<file path="config.mk">
export PLATFORM = sky130hd
export DESIGN_NAME = fstm_span_ctrl
export DESIGN_NICKNAME = d
export VERILOG_FILES = /design/src/sv/fstm_pkg.sv /design/src/sv/fstm_span_ctrl.sv
export SDC_FILE = /design/constraint.sdc
export NUM_CORES = 1
export LEC_CHECK = 0
export BUFFER_PORTS_ARGS = -buffer_cell sky130_fd_sc_hd__buf_2
export CAP_MARGIN = 20
export CORE_ASPECT_RATIO = 1.25
export CORE_UTILIZATION = 55
export DETAILED_ROUTE_END_ITERATION = 8
export MAX_ROUTING_LAYER = met4
export PLACE_DENSITY_LB_ADDON = 0.15
export SYNTH_ARGS = -nofsm -noshare
export SYNTH_HDL_FRONTEND = slang
export SYNTH_SLANG_ARGS = --single-unit
</file>
<file path="constraint.sdc">
create_clock -name clk_i -period 3.07 [get_ports clk_i]
set_clock_uncertainty 0.2 [all_clocks]
set_input_delay 0.4605 -clock clk_i [delete_from_list [all_inputs] [get_ports clk_i]]
set_output_delay 0.4605 -clock clk_i [all_outputs]
set_load 0.02 [all_outputs]
</file>
<file path="src/sv/fstm_pkg.sv">
`timescale 1ns / 1ps

package fstm_pkg;

  // Operation codes carried on the input tuser.
  typedef enum logic [1:0] {
    OP_WRITE_TEXEL = 2'd0,
    OP_WRITE_LIGHT = 2'd1,
    OP_START_SPAN  = 2'd2,
    OP_STEP_PIXEL  = 2'd3
  } op_e;

  // Field widths of one request.
  localparam int OpW    = 2;
  localparam int IndexW = 12;
  localparam int ByteW  = 8;
  localparam int CoordW = 32;
  localparam int PixW   = 10;
  localparam int LightW = 8;

  // Integer part of a 16.16 coordinate starts here.
  localparam int FracBits = 16;

  // Input tdata layout, lowest bit first.
  localparam int IndexLo  = 0;
  localparam int ValueLo  = IndexLo + IndexW;
  localparam int StartULo = ValueLo + ByteW;
  localparam int StartVLo = StartULo + CoordW;
  localparam int StepULo  = StartVLo + CoordW;
  localparam int StepVLo  = StepULo + CoordW;
  localparam int PixLo    = StepVLo + CoordW;
  localparam int InBits   = PixLo + PixW;
  localparam int InDataW  = ((InBits + 7) / 8) * 8;

  // Output tdata holds the color only.
  localparam int OutDataW = ByteW;

  // Per-request pixel flags handed from the span control to the pipeline.
  typedef struct packed {
    logic emit;
    logic last;
  } span_pix_t;

endpackage

</file>
<file path="src/sv/fstm_span_ctrl.sv">
`timescale 1ns / 1ps

module fstm_span_ctrl
  import fstm_pkg::*;
#(
  parameter int TILE_BITS = 6,
  parameter int MAX_SPAN  = 1024
) (
  input  logic                   clk_i,
  input  logic                   rst_ni,
  input  logic                   fire_i,
  input  op_e                    op_i,
  input  logic [CoordW-1:0]      start_u_i,
  input  logic [CoordW-1:0]      start_v_i,
  input  logic [CoordW-1:0]      step_u_i,
  input  logic [CoordW-1:0]      step_v_i,
  input  logic [PixW-1:0]        pixels_minus_one_i,
  output logic [2*TILE_BITS-1:0] texel_addr_o,
  output span_pix_t              pix_o
);

  localparam int SpanMaxInt = (MAX_SPAN - 1 > (1 << PixW) - 1) ? (1 << PixW) - 1 : MAX_SPAN - 1;
  localparam logic [PixW-1:0] SpanLimit = PixW'(SpanMaxInt);

  logic [CoordW-1:0] u_q, u_d, v_q, v_d;
  logic [CoordW-1:0] du_q, du_d, dv_q, dv_d;
  logic [PixW-1:0]   left_q, left_d;
  logic              active_q, active_d;
  logic              is_last;

  // The tile row comes from the integer bits of v, the column from those of u.
  assign texel_addr_o = {v_q[FracBits +: TILE_BITS], u_q[FracBits +: TILE_BITS]};

  assign is_last     = (left_q == '0);
  assign pix_o.emit  = fire_i && (op_i == OP_STEP_PIXEL) && active_q;
  assign pix_o.last  = is_last;

  // Span state: a start loads everything, a step in a live span advances it.
  always_comb begin
    u_d      = u_q;
    v_d      = v_q;
    du_d     = du_q;
    dv_d     = dv_q;
    left_d   = left_q;
    active_d = active_q;
    if (fire_i && (op_i == OP_START_SPAN)) begin
      u_d      = start_u_i;
      v_d      = start_v_i;
      du_d     = step_u_i;
      dv_d     = step_v_i;
      left_d   = (pixels_minus_one_i > SpanLimit) ? SpanLimit : pixels_minus_one_i;
      active_d = 1'b1;
    end else if (pix_o.emit) begin
      u_d = u_q + du_q;
      v_d = v_q + dv_q;
      if (is_last) begin
        active_d = 1'b0;
      end else begin
        left_d = left_q - PixW'(1);
      end
    end
  end

  always_ff @(posedge clk_i or negedge rst_ni) begin
    if (!rst_ni) begin
      u_q      <= '0;
      v_q      <= '0;
      du_q     <= '0;
      dv_q     <= '0;
      left_q   <= '0;
      active_q <= 1'b0;
    end else begin
      u_q      <= u_d;
      v_q      <= v_d;
      du_q     <= du_d;
      dv_q     <= dv_d;
      left_q   <= left_d;
      active_q <= active_d;
    end
  end

endmodule

</file>
-- After elaboration in Yosys (flattened, before gate mapping)
Cells that the tools add are included.
- input port bits: 143
- logic and storage cells: 32
- output and inout port bits: 14
- register bits: 139
- reduce and logical (&&, ||, !) cells: 8
- multiplexer cells: 11
- order comparisons: 1
- add/subtract/negate cells: 3
- eq/ne operators: 3
- operators by type and width (cell ; number):
    two-way mux 32 bit ; 4
    adder 32 bit ; 2
    two-way mux 10 bit ; 4
    > comparator 10 bit, second input constant ; 1
    zero test 10 bit ; 1
    subtractor 10 x 1 -> 10 bit, second input constant ; 1
    == test 2 bit, second input constant ; 2
    AND reduction 2 bit ; 2
    nonzero test 2 bit ; 2
    logical AND 1 bit ; 3
    two-way mux 1 bit ; 3
    != test 2 x 1 -> 1 bit, second input constant ; 1

-- Depth between registers and ports, before layout
Gate-level depths: netlist (run 1).
- depth after elaboration: 5
- gate-level depth with buffers: 10
- gate-level depth less buffers: 10

-- Worst setup path before layout (run 1)
OpenSTA, ideal clock, no wires.
- kind: flip-flop to flip-flop
- start point: reg v_q[12]
- end point: reg v_q[19]
- clock period less this slack: 2432 ps
- data arrival time: 2113 ps
- data required time: 2750 ps
- path buffers: 1
- setup time: 120 ps
- path slack: 638 ps
- stages on the path, launching flop included: 10
- cells stage by stage: dfrtp_1 > ha_1 > buf_6 > a21oi_4 > o21bai_1 > a21o_1 > nor2b_4 > o41a_1 > or4_1 > and3_1
- word-level cells in the longest chain between the ends: 3
- RTL lines (item ; line ; RTL):
    start: declaration ; fstm_span_ctrl.sv:25 ; logic [CoordW-1:0] u_q, u_d, v_q, v_d;
    start signal: assignment ; fstm_span_ctrl.sv:74 ; v_q <= v_d;
    adder 32 bit ; fstm_span_ctrl.sv:55 ; v_d = v_q + dv_q;
    two-way mux 32 bit ; fstm_span_ctrl.sv:53 ; end else if (pix_o.emit) begin
    two-way mux 32 bit ; fstm_span_ctrl.sv:46 ; if (fire_i && (op_i == OP_START_SPAN)) begin
Every way passes these cells. The select of a mux whose other input is x is not followed.
A chain may end at the register's enable or synchronous reset.

-- Final worst setup path (run 1)
- start point: reg u_q[0]
- end point: reg u_q[18]
- word-level cells in the longest chain between the ends: 3
- RTL lines (item ; line ; RTL):
    start: declaration ; fstm_span_ctrl.sv:25 ;
    start signal: assignment ; fstm_span_ctrl.sv:73 ; u_q <= u_d;
    adder 32 bit ; fstm_span_ctrl.sv:54 ; u_d = u_q + du_q;
    two-way mux 32 bit ; fstm_span_ctrl.sv:53 ;
    two-way mux 32 bit ; fstm_span_ctrl.sv:46 ;
Every way passes these cells. The select of a mux whose other input is x is not followed.

==> results of run 1 <==
## power groups by stage
| stage | clock (mW) | sequential (mW) | combinational (mW) |
|---|---|---|---|
| 3_3_place_gp | 0 | 1.92 | 2.87 |
| 6_report | 1.29 | 1.93 | 3.00 |
| 3_5_place_dp | 0 | 1.94 | 2.94 |
| 4_1_cts | 1.32 | 1.92 | 2.98 |
| 5_1_grt | 1.36 | 1.97 | 3.35 |
| 2_1_floorplan | 0 | 1.86 | 2.43 |
## cells in the mapped netlist, types with 3 or more instances
cell	instances	area (sq um)
sky130_fd_sc_hd__o21a_1	9	67.6
sky130_fd_sc_hd__nor2_1	37	139
sky130_fd_sc_hd__or3_1	6	37.5
sky130_fd_sc_hd__o21bai_1	5	37.5
sky130_fd_sc_hd__ha_1	43	538
sky130_fd_sc_hd__xnor2_1	22	193
sky130_fd_sc_hd__xor2_1	7	61.3
sky130_fd_sc_hd__a31oi_1	19	119
sky130_fd_sc_hd__nand4_1	5	31.3
sky130_fd_sc_hd__a211oi_1	8	60.1
sky130_fd_sc_hd__nor2b_1	6	37.5
sky130_fd_sc_hd__or4_1	4	30.0
sky130_fd_sc_hd__nand3_1	20	100
sky130_fd_sc_hd__clkbuf_1	25	93.8
sky130_fd_sc_hd__nand2_1	243	912
sky130_fd_sc_hd__nand2b_1	6	37.5
sky130_fd_sc_hd__dfrtp_1	99	2480
sky130_fd_sc_hd__and3_1	27	169
sky130_fd_sc_hd__buf_4	14	105
sky130_fd_sc_hd__a21oi_1	51	255
sky130_fd_sc_hd__a21o_1	24	180
sky130_fd_sc_hd__inv_1	20	75.1
sky130_fd_sc_hd__a41oi_1	4	35.0
sky130_fd_sc_hd__or2_2	3	18.8
sky130_fd_sc_hd__o21ai_0	39	195
sky130_fd_sc_hd__o2111ai_1	3	26.3
sky130_fd_sc_hd__mux2i_1	10	100
sky130_fd_sc_hd__nor3_1	20	100
sky130_fd_sc_hd__o211ai_1	4	30.0
sky130_fd_sc_hd__a211o_1	3	26.3
sky130_fd_sc_hd__buf_1	7	26.3
sky130_fd_sc_hd__and2_1	4	25.0
## routing by layer
layer	up-vias	track usage, %	wire, microns
met5	-	-	0
met4	0	13.8	490
met3	36	3.00	646
met2	161	49.2	8470
met1	2908	32.6	6960
li1	3065	-	-
## through the flow
step | instance area (sq um) | worst slack [ns]
floorplan | 6720 | 0.638
global placement | 7340 | 0.275
detailed placement | 7340 | 0.239
CTS | 7690 | 0.200
global route | 7690 | 0.129
finish | 7690 | 0.268
## how the worst min path moves through the flow
stage / startpoint / end / slack (ns) / cells past startpoint
6_report: step_v_i[16] / dv_q[16] / 0.08 / 3
5_1_grt: step_v_i[6] / dv_q[6] / 0.09 / 3
4_1_cts: step_v_i[16] / dv_q[16] / 0.07 / 3
3_5_place_dp: du_q[6] / du_q[6] / 0.27 / 2
3_3_place_gp: active_q / active_q / 0.26 / 2
2_1_floorplan: rst_ni / active_q / -0.04 / 0
## cell families (layout without fill, tap and decap cells)
family | count (synthesis) | count (layout) | synth area share, %
muxes | 12 | 12 | 1.82
adders and majority gates | 45 | 45 | 8.60
xor gates and xnor gates | 29 | 29 | 3.78
buffers and inverters | 72 | 165 | 5.23
DFF | 99 | 99 | 36.8
AOI/OAI and AO/OA | 187 | 187 | 17.7
and+or+nand+nor | 394 | 394 | 26.0
## flip-flops by register name, summed over array words and instances (netlist names)
register and cells:
du_q 22, dv_q 22, active_q 1, u_q 22, left_q 10, v_q 22
## repair_timing
item / 4_1_cts / 5_1_grt
setup endpoints to repair: 0 / 1
resized for setup: 0 / 1
hold buffers: 1 / 0
endpoints found under the hold margin: 47 / 0
## area by class of cell
| class | instances | area [sq um] | area share [%] |
|---|---|---|---|
| Inverter | 20 | 75.1 | 0.976 |
| Sequential cell | 99 | 2480 | 32.2 |
| Clock inverter | 5 | 82.6 | 1.07 |
| Tap cell | 161 | 201 | 2.62 |
| Timing Repair Buffer | 129 | 696 | 9.05 |
| Multi-Input combinational cell | 667 | 3910 | 50.8 |
| Clock buffer | 11 | 253 | 3.29 |
## tightest hold or removal path: stages
cell and delay [ns]:
sky130_fd_sc_hd__buf_2 0.07, sky130_fd_sc_hd__nand2_1 0.04, sky130_fd_sc_hd__nand2_1 0.04
==> impl_summary.md, run 1 <==
Timing
The final critical delay including setup and external delays is 2.80 ns. Summed over all failing endpoints, the final setup total negative slack is 0 ns. The final setup violation count is 0. Setup repair after global routing left no endpoint under its margin.

The worst-margin pin slew is 0.659 ns. In the finished design, the share of the clock period the worst path needs comes to 91.3%. The hold violation total from the final report is 0.

The final number of max-transition violations was 0. The worst relative slew slack is 56.0%. Across all hold checks on the routed design, the worst slack comes to 0.0834 ns. Derived from the worst setup path, the maximum achievable clock frequency is ~0.36 GHz.

Clock tree
In this run the clock root is driven by a sky130_fd_sc_hd__clkbuf_16. The count of H-tree levels built during CTS is 3. The deepest clock path buffer count is 2. The clock reaches the later pin of the worst-skew pair after 0.36 ns. Counting the buffers created by CTS gives 9. The clock slew at the register clock pins of the worst setup and hold paths is 0.07 ns. The number of setup buffers added after CTS is 0.

The TritonCTS sink count is ~100. The CTS tree is done.

Setup path
In this run the critical register-to-register path is launched from u_q[0]. Together, buffers and inverters on the worst path number 1. Data on the critical path is required at its endpoint by 3.15 ns. The critical path starts at u_q[0].

The delay contributed by the slowest stage of the critical path is a little under 0.4 ns. In this run the worst setup path terminates at u_q[18]. STA classifies the critical path endpoint as a flop.

The cell family contributing the most delay on the critical path is compound AO/OA/AOI/OAI gates. For this design, the slowest cell found on the critical path is sky130_fd_sc_hd__fa_1. The worst reg2reg path depth is 10.

The cell count along the critical path is 10. The worst setup path is of the reg -> reg kind. The endpoint identified for the worst register-to-register timing path is u_q[18].

The worst register-to-register path has a setup slack of 0.27 ns. Of all nets on the critical path, the largest fanout is 5. The arrival time of the worst setup path is approximately 2.9 ns. The kind of start point of the critical path is a flop. Traced cell by cell, the critical path runs through ha_1 -> inv_1 -> fa_1 -> nand2b_1 -> a21oi_1 -> o21ai_0 -> a21oi_2 -> o311ai_0 -> o21a_1 -> nor3_1.

Status
The run finished with clean final reports.

Die
The overall die height is approximately 130 microns. Row generation in the floorplan step produced 44 rows. The die footprint is 12700 sq um. The effective utilization at floorplan is 57.1%. The die is 101 microns wide. In this run the count of I/O pins placed on the die edge is 157. The region available for standard cell placement spans 11800 sq um.

Pwr
The share of total power dissipated in the clock network is 20.8%. The cell area power density is 809 nW/um^2. Of the total power, registers draw 31.0%. Summed over all nets, the switching power comes to 2.49 mW. The internal power contribution is 3.72 mW.

The highest ir drop seen on vdd is between 0.0003 and 0.0004 V. The leakage power is 3.88 nW. Combinational logic is responsible for 48.3% of the overall power.

Of the total power, the share spent switching nets is 40.1%. The design draws 6.22 mW.

Final layout
At the end of the flow, the number of nets in the layout was ~1100. Leaving out fill and tap cells, the most frequent cells in the layout are sky130_fd_sc_hd__nand2_1, sky130_fd_sc_hd__buf_2, sky130_fd_sc_hd__dfrtp_1. Cells with a size suffix above 1 make up 17.1% of the layout. The final instance count without filler cells is 1092. The total inserted antenna cells is 0. The filler cells instantiated in the layout total between 1000 and 1500. Relative to the synthesized area, the layout overhead comes to 14.4%. For this run, the share of the core covered by cells in the final layout is 65.3%.

The library cell used most frequently in the layout, excluding fill and tap cells, is sky130_fd_sc_hd__nand2_1.

Yosys
Among all flip-flop cells after synthesis, the most frequent one is sky130_fd_sc_hd__dfrtp_1. After synthesis, the share of flip-flops with an asynchronous set or reset is 100%. The number of synthesized flops with an enable pin is 0. The register bit count reported by yosys is around 100. The cell count after synthesis came out at 838. When the netlist entered floorplanning its net count stood at 1026. For this run, the number of Yosys warnings is 0. A synthesized cell averages 8.02 sq um.

The netlist uses 63 different library cells. The cell area after technology mapping is 6720 sq um. The sequential fraction of the synthesis area is 36.8%.

Detailed routing
The number of vias in the routed layout is 6170. The first routing iteration left 231 violations. The routed via count divided by cell count is around 5.7.

The final routed wirelength across all metal layers is 16.6 mm. The detailed-route wire length per cell is 15.2 microns. The count of unresolved DRC violations after routing is 0. The count of nets left with antenna violations once routing finished came out at 0. The first TritonRoute pass finished after 7 iterations.

Place
The quantity of I/O buffers inserted on ports is between 100 and 150. The HPWL after detailed placement is 12.0 mm. At the end of routability-driven placement, the weighted congestion stood at 0.936. The cell count after placement is 1075.

GRT
The number of global-route vias before repair came to 6202. Entering global routing, the biggest net connects 65 pins. For this run, the total global-route usage over all layers was measured as 28.4%. The first global-routing pass estimated 27.8 mm of wire. The total congestion overflow is 0. The initial antenna violation count is 0.

Hold path
The path class of the tightest hold or removal check is in -> reg.

Flow run
The max capacitance violation total is 0.
No activity file was read; power rests on OpenSTA's default activity.
==> inputs of run 2 (changes only) <==
- PLACE_DENSITY: not set -> 0.81
- PLACE_DENSITY_LB_ADDON: 0.15 -> not set
==> impl_summary.md, run 2 (synthesis gave the netlist of run 1 again) <==
Timing
The final-layout setup total negative slack is 0 ns (unchanged). The achievable clock frequency is 0.355 GHz (-0.59%). The worst hold-check slack is 0.00859 ns (-0.0748 ns). Setup repair after global routing left no endpoint under its margin.

The final number of max-transition violations is 0 (unchanged). The final critical-path share of the clock period is 91.8% (+0.54 points). The worst-margin pin slew was 0.837 ns (+0.178 ns). The final critical delay including setup and external delays was 2.82 ns (+0.0167 ns). The hold violation total from the final report is 0 (unchanged). The final setup violation count is 0 (unchanged). The worst relative slew slack is 44.2% (-12 points).

Final layout
The area growth from synthesis to layout is 13.8%. The proportion of layout cells with a drive suffix above 1 is 16.9% (-0.20 points). Leaving out fill and tap cells, the most frequent cell in the layout is sky130_fd_sc_hd__nand2_1.

The number of filler cells placed in the layout is 1083 (+2.3%). The total inserted antenna cells is 0 (unchanged). The library cells used most frequently in the layout, excluding fill and tap cells, are sky130_fd_sc_hd__nand2_1, sky130_fd_sc_hd__buf_2, sky130_fd_sc_hd__dfrtp_1. The area taken by multi-input logic gates is 3910 sq um (about the same). The net count reported at finish is 1114 (unchanged). The area of all sequential standard cells is 2480 sq um (unchanged). The final design instance area without fill was 7650 sq um (-0.54%).

Detailed routing
The length of routed wiring on met1 is 6.64 mm (-4.6%). The antenna violation net count after detailed routing came to 0 (unchanged). The initial DRC count is 222 (-3.9%). The final routed wirelength across all metal layers is 15.9 mm (-4.4%). The count of unresolved DRC violations after routing was 0 (unchanged).

The routed via count divided by cell count is 5.55 (-1.8%). The routed length on met2 is 8.19 mm (-3.4%). The highest layer touched by signal routing is met4.

The total iterations of the first detailed-routing run is 5 (-2). The number of vias in the routed layout is 6056 (-1.8%). The detailed-route wire length per cell is 14.5 microns (-4.3%).

The met3 layer wire length in the routed design is 582 microns (-9.9%).

Clock tree
The cell sitting at the root of the clock tree is a sky130_fd_sc_hd__clkbuf_16. The TritonCTS sink count came to 99 (unchanged). The count of H-tree levels built during CTS is 3 (unchanged). The clock network latency to the later pin of the worst-skew pair is 0.34 ns (-0.02 ns).

The number of clock buffers inserted by TritonCTS is 9 (unchanged). The CTS tree is done. The count of hold buffers inserted by post-cts repair is 0 (-1). The deepest clock path buffer count is 2 (unchanged). The clock slew at the register clock pins of the worst setup and hold paths was 0.07 ns (about the same).

Die
The number of I/O pins is 157 (unchanged). The overall die height is 126 microns (unchanged). The standard cell core area is 11800 sq um (unchanged). The effective utilization at floorplan is 57.1% (unchanged). The number of core rows is 44 (unchanged). The die footprint is 12700 sq um (unchanged).

The die outline width is 101 microns (unchanged).

Setup path
The total buffers and inverters traversed by the critical path was 1 (unchanged). The kind of end point of the critical path is a flop. The cell family contributing the most delay on the critical path is compound AO/OA/AOI/OAI gates.

The highest net fanout along the worst path is 5 (unchanged). The delay contributed by the slowest stage of the critical path is 0.39 ns (about the same). The kind of start point of the critical path is a flop.

The required arrival time at the worst endpoint is 3.13 ns (-0.02 ns). The critical path starts at du_q[0]. Traced cell by cell, the critical path runs through ha_1 -> inv_1 -> fa_1 -> nand2b_1 -> a21oi_1 -> o21ai_0 -> a21oi_2 -> o311ai_0 -> o21a_1 -> nor3_1. In this run the critical register-to-register path is launched from du_q[0]. The setup path with the least slack is of type reg -> reg. The arrival time of the worst setup path is 2.88 ns (about the same). The largest individual stage delay along the critical path comes from the cell sky130_fd_sc_hd__fa_1.

GRT
The initial antenna violation count is 0 (unchanged). The global router's overall resource usage is 27.3% (-1.2 points). The largest net degree at the start of global routing is 66 (+1.5%).

The number of global-route vias before repair was 6019 (-3.0%). The wire length of the first global-routing pass is 26.8 mm (-3.7%). The total congestion overflow was 0 (unchanged).

Pwr
The internal power contribution was 3.57 mW (-4.1%). The share of total power consumed by net switching is 40.2% (+0.051 points). The leakage power is 3.86 nW (-0.59%). The sequential power share was 32.0% (+1.0 points). The highest ir drop seen on vdd is 0.000330 V (-12%). The clock network power share is 18.1% (-2.7 points).

The switching power of the nets is 2.40 mW (-3.9%). The cell area power density is 781 nW/um^2 (-3.5%). The proportion of power drawn by combinational gates came to 49.9% (+1.6 points).

Place
The placer congestion estimate is 0.909 (-2.9%). The quantity of I/O buffers inserted on ports came to 116 (unchanged). The estimated wirelength of the detail-placed design was 12.0 mm (-0.52%). The post-placement cell area is 7360 sq um (+0.31%).

Hold path
The worst min-delay path class is in -> async.

Status
The run finished with clean final reports.

Flow run
The max capacitance violation total is 0 (unchanged).
## run 2: changes by cell type in the layout (fill, tap and decap cells not counted), sizes merged
cell         delta
buf             +1
dlygate4sd3     -1
inv             -2
bufinv          -2
clkbuf          +3
clkinvlp        +1
clkinv          -1
## run 2: routing by layer
layer  track usage (%)  vias up
li1                  -     3072
met1              31.3     2794
met2              48.0      158
met3              3.66       32
met4              10.1        0
met5                 -        -
## run 2: worst register-to-register path: stages (launching register included)
cell and delay [ns]:
sky130_fd_sc_hd__dfrtp_1 0.35, sky130_fd_sc_hd__ha_1 0.18, sky130_fd_sc_hd__inv_1 0.06, sky130_fd_sc_hd__fa_1 0.39
sky130_fd_sc_hd__nand2b_1 0.18, sky130_fd_sc_hd__a21oi_1 0.22, sky130_fd_sc_hd__o21ai_0 0.23, sky130_fd_sc_hd__a21oi_2 0.34
sky130_fd_sc_hd__o311ai_0 0.20, sky130_fd_sc_hd__o21a_1 0.22, sky130_fd_sc_hd__nor3_1 0.17
## run 2: final timing paths
| kind | to | slack (ns) | cells past startpoint |
|---|---|---|---|
| max | u_q[18] | 0.25 | 10 |
| min | du_q[5] | 0.009 | 1 |
| max reg2reg | u_q[18] | 0.25 | 10 |
| min reg2reg | active_q | 0.28 | 2 |
| max in group asynchronous | v_q[11] | 1.96 | 2 |
| min in group clk_i | dv_q[8] | 0.10 | 3 |
## run 2: metrics by stage
step	cells	total power, mW	util [%]	worst slack, ns
3_5_place_dp	1076	4.87	62.5	0.206
3_3_place_gp	1076	4.78	62.5	0.288
4_1_cts	1091	5.97	64.9	0.176
6_report	1091	5.97	64.9	0.251
2_1_floorplan	838	4.29	-	0.638
5_1_grt	1091	6.46	64.9	0.0864
## run 2: power by group through the flow
stage	clock [mW]	combinational, mW	sequential [mW]
after global routing	1.14	3.35	1.96
after floorplan	0	2.43	1.86
after detailed placement	0	2.93	1.93
after CTS	1.10	2.96	1.91
final	1.08	2.98	1.91
after global placement	0	2.87	1.92
## run 2: repair_timing
action / in CTS / in global routing
setup endpoints to repair: 0 / 1
setup buffers: 0 / 0
resized for setup: 0 / 1
hold endpoints to repair: 0 / 0
## run 2: area by class of cell
cell class | count | area share (%)
multi-input combinational | 667 | 51.1
sequential | 99 | 32.4
timing repair buffer | 129 | 9.22
clock buffer | 14 | 3.58
tap | 161 | 2.63
inverter | 20 | 0.981
clock inverter | 1 | 0.0981
